## config.mk

```make
export PLATFORM = sky130hd
export DESIGN_NAME = multi_task_heartbeat_watchdog
export DESIGN_NICKNAME = d
export VERILOG_FILES = /design/src/mthw_pkg.sv /design/src/mthw_front.sv /design/src/mthw_back.sv /design/src/multi_task_heartbeat_watchdog.sv
export VERILOG_INCLUDE_DIRS = /design/src /design/src/src
export SDC_FILE = /design/constraint.sdc
export NUM_CORES = 1
export LEC_CHECK = 0
export BUFFER_PORTS_ARGS = -buffer_cell sky130_fd_sc_hd__buf_2
export CELL_PAD_IN_SITES_DETAIL_PLACEMENT = 0
export CELL_PAD_IN_SITES_GLOBAL_PLACEMENT = 1
export CORE_UTILIZATION = 28
export CTS_BUF_LIST = sky130_fd_sc_hd__clkbuf_4 sky130_fd_sc_hd__clkbuf_8
export DETAILED_ROUTE_END_ITERATION = 16
export GPL_TIMING_DRIVEN = 0
export PLACE_DENSITY = 0.49
export SYNTH_ARGS = -nofsm -noshare
export SYNTH_HDL_FRONTEND = slang
export SYNTH_SLANG_ARGS = --single-unit
```

## constraint.sdc

```tcl
create_clock -name i_clk -period 12.2 [get_ports i_clk]
set_clock_uncertainty 0.15 [all_clocks]
set_input_delay 1.22 -clock i_clk [delete_from_list [all_inputs] [get_ports i_clk]]
set_output_delay 1.22 -clock i_clk [all_outputs]
set_load 0.02 [all_outputs]
```

## src/multi_task_heartbeat_watchdog_assert.svh

```systemverilog
// Assertion macros for the heartbeat watchdog. Define ASSERT_OFF to drop them.
`ifndef MULTI_TASK_HEARTBEAT_WATCHDOG_ASSERT_SVH
`define MULTI_TASK_HEARTBEAT_WATCHDOG_ASSERT_SVH
`ifndef ASSERT_OFF
// Same-cycle implication.
`define MTHW_ASSERT_NOW(label, clk, rst_n, ante, cons) \
    label: assert property (@(posedge clk) disable iff (!rst_n) (ante) |-> (cons)) \
        else $error("watchdog assertion failed");
// Next-cycle implication.
`define MTHW_ASSERT_NEXT(label, clk, rst_n, ante, cons) \
    label: assert property (@(posedge clk) disable iff (!rst_n) (ante) |=> (cons)) \
        else $error("watchdog assertion failed");
`else
`define MTHW_ASSERT_NOW(label, clk, rst_n, ante, cons)
`define MTHW_ASSERT_NEXT(label, clk, rst_n, ante, cons)
`endif
`endif

```

## src/mthw_pkg.sv

```systemverilog
package mthw_pkg;

    localparam int TASK_W    = 16;
    localparam int TIME_W    = 32;
    localparam int CNT_W     = 8;
    localparam int SEL_W     = 4;
    localparam int ACT_W     = 5;
    localparam int STAT_W    = 4;
    localparam int MODE_W    = 2;
    localparam int REQ_W     = 2;
    localparam int CFG_IDX_W = 2;

    typedef enum logic [REQ_W-1:0] {
        REQ_REGISTER  = 2'd0,
        REQ_HEARTBEAT = 2'd1,
        REQ_CHECK     = 2'd2,
        REQ_QUERY     = 2'd3
    } t_req;

    typedef enum logic [2:0] {
        OP_IGNORE    = 3'd0,
        OP_REGISTER  = 3'd1,
        OP_HEARTBEAT = 3'd2,
        OP_CHECK     = 3'd3,
        OP_QUERY     = 3'd4
    } t_op;

    typedef enum logic [STAT_W-1:0] {
        ST_OK        = 4'd0,
        ST_FULL      = 4'd1,
        ST_NOT_FOUND = 4'd2,
        ST_RESTART   = 4'd3,
        ST_LOG_ONLY  = 4'd4,
        ST_GIVE_UP   = 4'd5,
        ST_DONE      = 4'd6,
        ST_INACTIVE  = 4'd7,
        ST_IGNORED   = 4'd8
    } t_status;

    typedef enum logic [MODE_W-1:0] {
        MODE_NONE     = 2'd0,
        MODE_RECOVERY = 2'd1,
        MODE_SAFE     = 2'd2
    } t_mode;

    localparam logic [CFG_IDX_W-1:0] CFG_TIMEOUT      = 2'd0;
    localparam logic [CFG_IDX_W-1:0] CFG_MAX_RESTARTS = 2'd1;

    localparam logic [TIME_W-1:0] TIMEOUT_RESET = 32'd1000;
    localparam logic [CNT_W-1:0]  RESTARTS_RESET = 8'd3;

    typedef struct packed {
        t_op               op;
        logic [TASK_W-1:0] task_id;
        logic              spec;
        logic [TIME_W-1:0] now;
        logic [SEL_W-1:0]  sel;
    } t_item;

    typedef struct packed {
        logic              last;
        t_status           status;
        logic [SEL_W-1:0]  slot_index;
        logic [TASK_W-1:0] task_id;
        logic [TIME_W-1:0] hb;
        logic [CNT_W-1:0]  cnt;
        logic [ACT_W-1:0]  act;
        t_mode             mode;
    } t_result;

    typedef struct packed {
        logic [TIME_W-1:0] timeout;
        logic [CNT_W-1:0]  max_restarts;
    } t_cfg;

endpackage

```

## src/mthw_front.sv

```systemverilog
module mthw_front
    import mthw_pkg::*;
(
    input  logic              i_clk,
    input  logic              i_rst_n,
    input  logic              i_valid,
    output logic              o_stall,
    input  logic [REQ_W-1:0]  i_req_type,
    input  logic [TASK_W-1:0] i_task_id,
    input  logic              i_has_restart_spec,
    input  logic [TIME_W-1:0] i_now_ticks,
    input  logic [SEL_W-1:0]  i_slot_select,
    output logic              o_q_valid,
    output t_item             o_q_item,
    input  logic              i_pop
);

    localparam int QDEPTH = 2;

    t_item      r_q [QDEPTH];
    logic       r_wr;
    logic       r_rd;
    logic [1:0] r_cnt;
    t_item      w_item;
    logic       w_push;

    // Classify: a zero id on register or heartbeat becomes an ignore, answered as ignored by the back end.
    always_comb begin
        w_item.task_id = i_task_id;
        w_item.spec    = i_has_restart_spec;
        w_item.now     = i_now_ticks;
        w_item.sel     = i_slot_select;
        case (t_req'(i_req_type))
            REQ_REGISTER:  w_item.op = (i_task_id == '0) ? OP_IGNORE : OP_REGISTER;
            REQ_HEARTBEAT: w_item.op = (i_task_id == '0) ? OP_IGNORE : OP_HEARTBEAT;
            REQ_CHECK:     w_item.op = OP_CHECK;
            REQ_QUERY:     w_item.op = OP_QUERY;
            default:       w_item.op = OP_IGNORE;
        endcase
    end

    assign o_stall   = (r_cnt == 2'(QDEPTH));
    assign w_push    = i_valid && !o_stall;
    assign o_q_valid = (r_cnt != 2'd0);
    assign o_q_item  = r_q[r_rd];

    always_ff @(posedge i_clk) begin
        if (w_push) begin
            r_q[r_wr] <= w_item;
        end
    end

    always_ff @(posedge i_clk) begin
        if (!i_rst_n) begin
            r_wr  <= 1'b0;
            r_rd  <= 1'b0;
            r_cnt <= 2'd0;
        end else begin
            if (w_push) begin
                r_wr <= ~r_wr;
            end
            if (i_pop) begin
                r_rd <= ~r_rd;
            end
            r_cnt <= r_cnt + 2'(w_push) - 2'(i_pop);
        end
    end

endmodule

```

## src/mthw_back.sv

```systemverilog
module mthw_back
    import mthw_pkg::*;
#(
    parameter int NUM_SLOTS = 12
) (
    input  logic    i_clk,
    input  logic    i_rst_n,
    input  t_cfg    i_cfg,
    input  logic    i_q_valid,
    input  t_item   i_q_item,
    output logic    o_pop,
    input  logic    i_out_stall,
    output logic    o_out_valid,
    output t_result o_result
);

    localparam int IDX_W = (NUM_SLOTS > 1) ? $clog2(NUM_SLOTS) : 1;

    typedef enum logic [1:0] {
        S_IDLE,
        S_EXEC,
        S_DONE
    } t_state;

    t_state r_state;
    t_item  r_item;
    logic [IDX_W-1:0] r_idx;
    logic [ACT_W-1:0] r_act;
    logic    r_out_valid;
    t_result r_out;

    // Slot table
    logic [TASK_W-1:0] r_task [NUM_SLOTS];
    logic [TIME_W-1:0] r_hb   [NUM_SLOTS];
    logic [CNT_W-1:0]  r_att  [NUM_SLOTS];
    logic              r_rst  [NUM_SLOTS];
    logic [NUM_SLOTS-1:0] r_active;

    logic [IDX_W-1:0]  w_addr;
    logic [TASK_W-1:0] s_task;
    logic [TIME_W-1:0] s_hb;
    logic [CNT_W-1:0]  s_att;
    logic              s_act;
    logic              s_rst;
    logic              w_in_range;
    logic              w_end;
    logic [TIME_W-1:0] w_elapsed;
    logic              w_hung;
    logic              w_retry;
    logic              w_out_free;
    logic              w_go;

    logic    w_emit;
    t_result w_res;
    logic    w_we_new;
    logic    w_we_hb;
    logic    w_inc_att;
    logic    w_kill;
    logic    w_finish;
    logic    w_to_done;
    logic    w_advance;
    logic    w_act_inc;

    assign w_addr     = (r_item.op == OP_QUERY) ? r_item.sel[IDX_W-1:0] : r_idx;
    assign w_in_range = ((SEL_W+1)'(r_item.sel) < (SEL_W+1)'(NUM_SLOTS));
    assign s_task     = r_task[w_addr];
    assign s_hb       = r_hb[w_addr];
    assign s_att      = r_att[w_addr];
    assign s_rst      = r_rst[w_addr];
    assign s_act      = r_active[w_addr];
    assign w_end      = (r_idx == IDX_W'(NUM_SLOTS - 1));
    assign w_elapsed  = r_item.now - s_hb;
    assign w_hung     = s_act && (w_elapsed > i_cfg.timeout);
    assign w_retry    = (s_att < i_cfg.max_restarts);
    assign w_out_free = !r_out_valid || !i_out_stall;
    assign w_go       = !w_emit || w_out_free;
    assign o_pop      = (r_state == S_IDLE) && i_q_valid;

    always_comb begin
        w_emit    = 1'b0;
        w_res     = '0;
        w_we_new  = 1'b0;
        w_we_hb   = 1'b0;
        w_inc_att = 1'b0;
        w_kill    = 1'b0;
        w_finish  = 1'b0;
        w_to_done = 1'b0;
        w_advance = 1'b0;
        w_act_inc = 1'b0;
        case (r_state)
            S_EXEC: begin
                case (r_item.op)
                    OP_IGNORE: begin
                        w_emit       = 1'b1;
                        w_res.status = ST_IGNORED;
                        w_res.last   = 1'b1;
                        w_finish     = 1'b1;
                    end
                    OP_QUERY: begin
                        w_emit           = 1'b1;
                        w_res.last       = 1'b1;
                        w_res.slot_index = r_item.sel;
                        w_finish         = 1'b1;
                        if (w_in_range && s_act) begin
                            w_res.status  = ST_OK;
                            w_res.task_id = s_task;
                            w_res.hb      = s_hb;
                            w_res.cnt     = s_att;
                        end else begin
                            w_res.status = ST_INACTIVE;
                        end
                    end
                    OP_REGISTER: begin
                        if (!s_act) begin
                            w_emit           = 1'b1;
                            w_we_new         = 1'b1;
                            w_res.last       = 1'b1;
                            w_res.status     = ST_OK;
                            w_res.slot_index = SEL_W'(r_idx);
                            w_res.task_id    = r_item.task_id;
                            w_res.hb         = r_item.now;
                            w_finish         = 1'b1;
                        end else if (w_end) begin
                            w_emit       = 1'b1;
                            w_res.last   = 1'b1;
                            w_res.status = ST_FULL;
                            w_finish     = 1'b1;
                        end else begin
                            w_advance = 1'b1;
                        end
                    end
                    OP_HEARTBEAT: begin
                        if (s_act && (s_task == r_item.task_id)) begin
                            w_emit           = 1'b1;
                            w_we_hb          = 1'b1;
                            w_res.last       = 1'b1;
                            w_res.status     = ST_OK;
                            w_res.slot_index = SEL_W'(r_idx);
                            w_res.task_id    = s_task;
                            w_res.hb         = r_item.now;
                            w_res.cnt        = s_att;
                            w_finish         = 1'b1;
                        end else if (w_end) begin
                            w_emit       = 1'b1;
                            w_res.last   = 1'b1;
                            w_res.status = ST_NOT_FOUND;
                            w_finish     = 1'b1;
                        end else begin
                            w_advance = 1'b1;
                        end
                    end
                    OP_CHECK: begin
                        w_res.slot_index = SEL_W'(r_idx);
                        w_res.task_id    = s_task;
                        if (w_hung && w_retry) begin
                            w_emit       = 1'b1;
                            w_we_hb      = 1'b1;
                            w_inc_att    = 1'b1;
                            w_act_inc    = 1'b1;
                            w_res.hb     = r_item.now;
                            w_res.cnt    = s_att + 1'b1;
                            w_res.status = s_rst ? ST_RESTART : ST_LOG_ONLY;
                            w_res.mode   = s_rst ? MODE_RECOVERY : MODE_NONE;
                        end else if (w_hung) begin
                            w_emit       = 1'b1;
                            w_kill       = 1'b1;
                            w_res.cnt    = s_att;
                            w_res.status = ST_GIVE_UP;
                            w_res.mode   = MODE_SAFE;
                        end else begin
                            w_act_inc = s_act;
                        end
                        w_to_done = w_end;
                        w_advance = !w_end;
                    end
                    default: begin
                        w_finish = 1'b1;
                    end
                endcase
            end
            S_DONE: begin
                w_emit       = 1'b1;
                w_res.last   = 1'b1;
                w_res.status = ST_DONE;
                w_res.act    = r_act;
                w_finish     = 1'b1;
            end
            default: begin
                w_emit = 1'b0;
            end
        endcase
    end

    // Sequencer and output register
    always_ff @(posedge i_clk) begin
        if (!i_rst_n) begin
            r_state     <= S_IDLE;
            r_idx       <= '0;
            r_act       <= '0;
            r_out_valid <= 1'b0;
        end else begin
            r_out_valid <= (w_emit && w_go) || (r_out_valid && i_out_stall);
            if (w_emit && w_go) begin
                r_out <= w_res;
            end
            case (r_state)
                S_IDLE: begin
                    if (i_q_valid) begin
                        r_item  <= i_q_item;
                        r_idx   <= '0;
                        r_act   <= '0;
                        r_state <= S_EXEC;
                    end
                end
                S_EXEC: begin
                    if (w_go) begin
                        if (w_finish) begin
                            r_state <= S_IDLE;
                        end else if (w_to_done) begin
                            r_state <= S_DONE;
                        end
                        if (w_advance) begin
                            r_idx <= IDX_W'(r_idx + 1'b1);
                        end
                        if (w_act_inc) begin
                            r_act <= ACT_W'(r_act + 1'b1);
                        end
                    end
                end
                S_DONE: begin
                    if (w_go) begin
                        r_state <= S_IDLE;
                    end
                end
                default: begin
                    r_state <= S_IDLE;
                end
            endcase
        end
    end

    // Slot payload: written only at the walk index
    always_ff @(posedge i_clk) begin
        if ((r_state == S_EXEC) && w_go) begin
            if (w_we_new) begin
                r_task[r_idx] <= r_item.task_id;
                r_hb[r_idx]   <= r_item.now;
                r_att[r_idx]  <= '0;
                r_rst[r_idx]  <= r_item.spec;
            end
            if (w_we_hb) begin
                r_hb[r_idx] <= r_item.now;
            end
            if (w_inc_att) begin
                r_att[r_idx] <= s_att + 1'b1;
            end
        end
    end

    always_ff @(posedge i_clk) begin
        if (!i_rst_n) begin
            r_active <= '0;
        end else if ((r_state == S_EXEC) && w_go) begin
            if (w_we_new) begin
                r_active[r_idx] <= 1'b1;
            end
            if (w_kill) begin
                r_active[r_idx] <= 1'b0;
            end
        end
    end

    assign o_out_valid = r_out_valid;
    assign o_result    = r_out;

endmodule

```

## src/multi_task_heartbeat_watchdog.sv

```systemverilog
// Query and ignored requests give their result without a walk; register and
// heartbeat walk the slot table until they find their slot or reach its end.
// A check walks one slot per cycle while the result output is not stalled. The back end
// pops the next transaction only when done with the last; a two-entry input queue keeps
// taking transactions meanwhile. Reset (synchronous, active low) empties the queue, drops
// the output and marks every slot inactive; timeout returns to 1000 ticks, max restarts to 3.
module multi_task_heartbeat_watchdog
    import mthw_pkg::*;
#(
    parameter int NUM_SLOTS = 12
) (
    input  logic                 i_clk,
    input  logic                 i_rst_n,
    // request channel
    input  logic                 i_in_valid,
    output logic                 o_in_stall,
    input  logic [REQ_W-1:0]     i_req_type,
    input  logic [TASK_W-1:0]    i_task_id,
    input  logic                 i_has_restart_spec,
    input  logic [TIME_W-1:0]    i_now_ticks,
    input  logic [SEL_W-1:0]     i_slot_select,
    // result channel
    output logic                 o_out_valid,
    input  logic                 i_out_stall,
    output logic                 o_last,
    output logic [STAT_W-1:0]    o_status,
    output logic [SEL_W-1:0]     o_slot_index,
    output logic [TASK_W-1:0]    o_slot_task_id,
    output logic [TIME_W-1:0]    o_heartbeat_time,
    output logic [CNT_W-1:0]     o_restart_count,
    output logic [ACT_W-1:0]     o_active_count,
    output logic [MODE_W-1:0]    o_mode_request,
    // configuration write channel
    input  logic                 i_cfg_valid,
    output logic                 o_cfg_ready,
    input  logic [CFG_IDX_W-1:0] i_cfg_index,
    input  logic [TIME_W-1:0]    i_cfg_data
);

    logic [TIME_W-1:0] r_timeout;
    logic [CNT_W-1:0]  r_max_restarts;
    t_cfg              w_cfg;
    logic              w_q_valid;
    t_item             w_q_item;
    logic              w_pop;
    t_result           w_result;
    logic              w_res_give_up;
    logic              w_give_up_ok;
    logic              w_res_not_done;
    logic              w_res_done;
    logic              w_done_ok;

    // Configuration registers: writes are always taken; unknown indexes drop.
    assign o_cfg_ready = 1'b1;

    always_ff @(posedge i_clk) begin
        if (!i_rst_n) begin
            r_timeout      <= TIMEOUT_RESET;
            r_max_restarts <= RESTARTS_RESET;
        end else if (i_cfg_valid && o_cfg_ready) begin
            case (i_cfg_index)
                CFG_TIMEOUT:      r_timeout      <= i_cfg_data;
                CFG_MAX_RESTARTS: r_max_restarts <= i_cfg_data[CNT_W-1:0];
                default: begin
                    r_timeout <= r_timeout;
                end
            endcase
        end
    end

    assign w_cfg.timeout      = r_timeout;
    assign w_cfg.max_restarts = r_max_restarts;

    // Front end: decode the request type and hold transactions in a short queue.
    mthw_front u_front (
        .i_clk              (i_clk),
        .i_rst_n            (i_rst_n),
        .i_valid            (i_in_valid),
        .o_stall            (o_in_stall),
        .i_req_type         (i_req_type),
        .i_task_id          (i_task_id),
        .i_has_restart_spec (i_has_restart_spec),
        .i_now_ticks        (i_now_ticks),
        .i_slot_select      (i_slot_select),
        .o_q_valid          (w_q_valid),
        .o_q_item           (w_q_item),
        .i_pop              (w_pop)
    );

    // Back end: walk the slot table, update it and emit results.
    mthw_back #(
        .NUM_SLOTS (NUM_SLOTS)
    ) u_back (
        .i_clk       (i_clk),
        .i_rst_n     (i_rst_n),
        .i_cfg       (w_cfg),
        .i_q_valid   (w_q_valid),
        .i_q_item    (w_q_item),
        .o_pop       (w_pop),
        .i_out_stall (i_out_stall),
        .o_out_valid (o_out_valid),
        .o_result    (w_result)
    );

    assign o_last           = w_result.last;
    assign o_status         = w_result.status;
    assign o_slot_index     = w_result.slot_index;
    assign o_slot_task_id   = w_result.task_id;
    assign o_heartbeat_time = w_result.hb;
    assign o_restart_count  = w_result.cnt;
    assign o_active_count   = w_result.act;
    assign o_mode_request   = w_result.mode;

    // Result classes watched by the assertions below.
    assign w_res_give_up  = o_out_valid && (o_status == ST_GIVE_UP);
    assign w_give_up_ok   = (o_mode_request == MODE_SAFE) && (o_heartbeat_time == '0);
    assign w_res_not_done = o_out_valid && (o_status != ST_DONE);
    assign w_res_done     = o_out_valid && (o_status == ST_DONE);
    assign w_done_ok      = o_last && (o_active_count <= ACT_W'(NUM_SLOTS));

`include "multi_task_heartbeat_watchdog_assert.svh"

    // Pop only from a non-empty queue.
    `MTHW_ASSERT_NOW(a_pop_nonempty, i_clk, i_rst_n, w_pop, w_q_valid)
    // A given-up slot asks for safe mode and reports no heartbeat.
    `MTHW_ASSERT_NOW(a_give_up_safe, i_clk, i_rst_n, w_res_give_up, w_give_up_ok)
    // Active count only rides on check done, which always closes the transaction.
    `MTHW_ASSERT_NOW(a_active_on_done, i_clk, i_rst_n, w_res_not_done, o_active_count == '0)
    `MTHW_ASSERT_NOW(a_done_last, i_clk, i_rst_n, w_res_done, w_done_ok)

endmodule
```

==> flow_summary.ini <==
[detailed_routing]
route.detailed.wl_per_inst_um = 24.2
drt-initial-drc-count = 2188
postRouteAntennaNets = 0
via_count = 26700
post-route-drc-count = 0
routed_wl_um = 136000
drt_first_pass_iters = 6
avgViaCountPerCell = 4.73

[hold_path]
hold_path_class = register to register

[worst_setup_path]
critical-path-slowest-cell = sky130_fd_sc_hd__clkdlybuf4s15_1
cp.depth = 37
worst_r2r_endpoint = u_back.r_att[2][3]
critPathMostFrequentCell = sky130_fd_sc_hd__a21oi_1
reg2reg_slack_ns = 0.70
critical-path-top-delay-family = compound AO/OA/AOI/OAI gates
crit_path_max_fanout = 10
slowest_delay_ns = 0.63
startpoint = u_back.r_item[55]
reg2regPathDepth = 37
worst-setup-path-type = register to register
timing.critical_path.to = u_back.r_att[2][3]
worst-path-buf-inv = 9
end_kind = register
timing.rr.start = u_back.r_item[55]
cp-start-kind = register
worst-endpoint-required_ns = 12.56
timing.critical_path.arrival_ns = 11.85

[synth]
postSynth.topFlopCell = sky130_fd_sc_hd__edfxtp_1
ys_async_sr_fraction_pct = 0
syn_nets = 3265
post_synth_main_area_contributors = sky130_fd_sc_hd__edfxtp_1 (66%), sky130_fd_sc_hd__nand2_1 (4.6%), sky130_fd_sc_hd__mux4_2 (3.3%), sky130_fd_sc_hd__dfxtp_1 (3.2%), sky130_fd_sc_hd__nand3_1 (3.1%)
syn_inst = 3089
number_of_flops_mapped_to_enable_cells_by_yosys = 924
ys_seq_area_share_pct = 68.8
synthDistinctLibCells = 99
postSynthAreaPerCell_um2 = 13.7
syn-cell-area_um2 = 42300
synth_register_bits = 992
yosys_warnings = 0
synth_top_cell_area_share_pct = 65.5
synthDominantAreaCellType = sky130_fd_sc_hd__edfxtp_1

[die]
boundaryPins = 169
die-height_um = 391
die_area_um2 = 153000
floorplan.initialDensity_pct = 28.2
core_rows = 142
core_region_um2 = 150000
dieWidth_um = 391

[finish]
layout-drive-gt1-share_pct = 21.8
sequential_cell_area_in_the_final_layout_um2 = 29100
final_net_count = 3656
area_growth_pct = 19.1
multi_input_comb_area_um2 = 12400
final.fill_count = 15000

[power]
power.sequential.fraction_pct = 43.9
post_layout_power_mw = 9.59
leakage_nw = 17.2
power_switching_mw = 3.12
comb_power_share_pct = 23.6
cell_internal_pwr_mw = 6.47
peakVddDrop_v = 0.0000857
switching_share_pct = 32.5
p_per_area_nw_per_um2 = 190
clock_power_share_pct = 32.5

[timing]
final-max-slew-violation-count = 0
fmaxAchievable_mhz = 87.0
timing.final.crit_period_ns = 11.50
setup-tns-final_ns = 0
timing_hold_violations_final = 0
timing.hold.ws_ns = 0.318
finalWorstSetupSlack_ns = 0.704
finalSetupViolCount = 0
grt_setup_unrepaired = no
worstMarginPinSlew_ns = 1.31
worst_slew_margin_rel_pct = 12.9
final.period_utilization_pct = 94.2

[clock_network]
path_clk_slew_ns = 0.05
clock-sinks = 992
tritoncts = yes
cts_max_path_buffers = 3
cts_max_level = 4
worstSkewPairLatency_ns = 0.91
clock_buffer_count_from_cts = 179
cts_root_buf = sky130_fd_sc_hd__clkbuf_8

[grt]
initial_antenna_violation_count = 6
grt_overflow_total = 0
grt_max_degree = 34
grt_pass1_vias = 26700
wire_length_of_the_first_global_routing_pass_um = 195000
groute.usage.overall_pct = 17.9

[placed_design]
io_buffer_count = 167
post-place-ws_ns = -1.64
gpl.final_weighted_congestion = 0.786
hpwlAfterDp_um = 96700

[run]
cap_violations = 0

[status]
status = finished clean
[logic make-up after synthesis]
family / share of synthesized area, %
adders and majority gates: 2.44
muxes: 6.47
other: 0.00886
and+or+nand+nor: 11.7
AOI/OAI and AO/OA: 6.78
buffers and inverters: 2.68
xor gates and xnor gates: 1.18
DFF: 68.8
[worst register-to-register path, delay by kind of cell, from the launching register on]
family / cells / cell delay (ns)
buf+inv: 9 / 3.62
compound gates: 18 / 4.52
xor+xnor: 1 / 0.30
fa+ha+maj: 2 / 0.61
flops: 1 / 0.39
simple gates: 7 / 1.55
[per-stage QoR]
| stage | utilization, % | instance area [µm²] | instances |
|---|---|---|---|
| 6_report | 33.6 | 50400 | 5638 |
| 5_1_grt | 33.6 | 50400 | 5635 |
| 4_1_cts | 33.5 | 50200 | 5625 |
| 3_5_place_dp | 31.0 | 46400 | 5298 |
| 3_3_place_gp | 30.5 | 45700 | 5272 |
| 2_1_floorplan | - | 42300 | 3089 |
[what timing repair did]
item	4_1_cts	5_1_grt
hold buffers	0	0
gates cloned	0	0
endpoints found under the setup margin	713	587
pin swaps	10	3
setup buffers	12	10
resized for setup	28	43
[synth_stat cells, types with 25 or more instances]
cell / n
sky130_fd_sc_hd__edfxtp_1: 924
sky130_fd_sc_hd__nor2_1: 146
sky130_fd_sc_hd__o21ai_0: 50
sky130_fd_sc_hd__mux4_2: 62
sky130_fd_sc_hd__nand2_1: 520
sky130_fd_sc_hd__nand3_1: 260
sky130_fd_sc_hd__nor2b_1: 51
sky130_fd_sc_hd__ha_1: 81
sky130_fd_sc_hd__a21boi_0: 30
sky130_fd_sc_hd__buf_1: 27
sky130_fd_sc_hd__mux2_2: 56
sky130_fd_sc_hd__a21oi_1: 161
sky130_fd_sc_hd__xnor2_1: 45
sky130_fd_sc_hd__dfxtp_1: 68
sky130_fd_sc_hd__inv_1: 85
sky130_fd_sc_hd__mux2i_1: 67
sky130_fd_sc_hd__clkbuf_1: 84
sky130_fd_sc_hd__buf_2: 25
[power by group through the flow]
| stage | Combinational (mW) | Sequential (mW) | Clock [mW] |
|---|---|---|---|
| floorplan | 1.40 | 4.17 | 0 |
| CTS | 2.25 | 4.21 | 3.21 |
| global placement | 2.20 | 4.29 | 0 |
| global route | 2.49 | 4.23 | 3.36 |
| detailed placement | 2.22 | 4.28 | 0 |
| finish | 2.26 | 4.21 | 3.11 |
[layout by cell type (no fill, tap or decap), types with 12 or more instances in the layout]
master,instances
sky130_fd_sc_hd__and3_1,12
sky130_fd_sc_hd__xor2_1,12
sky130_fd_sc_hd__a211oi_1,18
sky130_fd_sc_hd__o21ai_1,15
sky130_fd_sc_hd__a21oi_1,154
sky130_fd_sc_hd__clkbuf_4,58
sky130_fd_sc_hd__nor2b_1,50
sky130_fd_sc_hd__xnor2_1,45
sky130_fd_sc_hd__o21ai_0,50
sky130_fd_sc_hd__nand4_1,15
sky130_fd_sc_hd__nor2_2,18
sky130_fd_sc_hd__buf_12,30
sky130_fd_sc_hd__clkinv_1,46
sky130_fd_sc_hd__a21boi_0,30
sky130_fd_sc_hd__nor2_4,28
sky130_fd_sc_hd__clkbuf_2,14
sky130_fd_sc_hd__mux2i_1,67
sky130_fd_sc_hd__buf_4,20
sky130_fd_sc_hd__buf_2,196
sky130_fd_sc_hd__mux4_2,62
sky130_fd_sc_hd__clkinv_2,13
sky130_fd_sc_hd__clkbuf_1,66
sky130_fd_sc_hd__buf_6,16
sky130_fd_sc_hd__inv_1,85
sky130_fd_sc_hd__clkbuf_8,184
sky130_fd_sc_hd__mux2_2,56
sky130_fd_sc_hd__nand2_1,520
sky130_fd_sc_hd__and2_1,18
sky130_fd_sc_hd__ha_1,81
sky130_fd_sc_hd__o211ai_1,12
sky130_fd_sc_hd__edfxtp_1,924
sky130_fd_sc_hd__nor2_1,102
sky130_fd_sc_hd__dfxtp_1,68
sky130_fd_sc_hd__a21o_1,17
sky130_fd_sc_hd__nand3_1,260
sky130_fd_sc_hd__buf_1,19
[state kept, by name (all words and copies together) (netlist names), named ones only]
register            flops
u_back.o_out_valid      1
u_back.r_rst           12
u_back.o_result        72
u_front.r_cnt           2
u_back.r_active        11
u_front.r_wr            1
u_back.r_task         192
u_back.r_idx            4
u_back.r_hb           384
u_back.r_state          2
u_back.r_act            5
u_front.r_q           112
u_back.r_att           96
r_timeout              32
u_back.r_item          56
r_max_restarts          8
u_front.r_rd            1
[routing by layer]
metal  track usage, %  up-vias  wire, µm
li1                 -    12300         -
met1             26.3    13500     66000
met2             27.3      674     61300
met3             3.22      154      6980
met4             4.00        0      2080
met5                0        -         0
[worst min-delay path by stage]
| stage | startpoint | to | cells after the start |
|---|---|---|---|
| after detailed placement | r_timeout[1] | r_timeout[1] | 2 |
| final | r_timeout[11] | r_timeout[11] | 2 |
| after global routing | i_slot_select[0] | u_front.r_q[0][0] | 1 |
| after CTS | i_slot_select[0] | u_front.r_q[1][0] | 1 |
| after global placement | r_timeout[16] | r_timeout[16] | 2 |
| after floorplan | u_back.r_act[4] | u_back.r_act[4] | 2 |
[cell type report]
type	instances	area share, %
Sequential cell	992	57.7
Multi-Input combinational cell	1848	24.6
Clock buffer	241	5.87
Tap cell	2016	5.00
Timing Repair Buffer	215	3.40
Buffer	158	1.64
Clock inverter	78	1.07
Inverter	86	0.640
Antenna cell	4	0.0198
No activity file was read; power rests on OpenSTA's default activity.
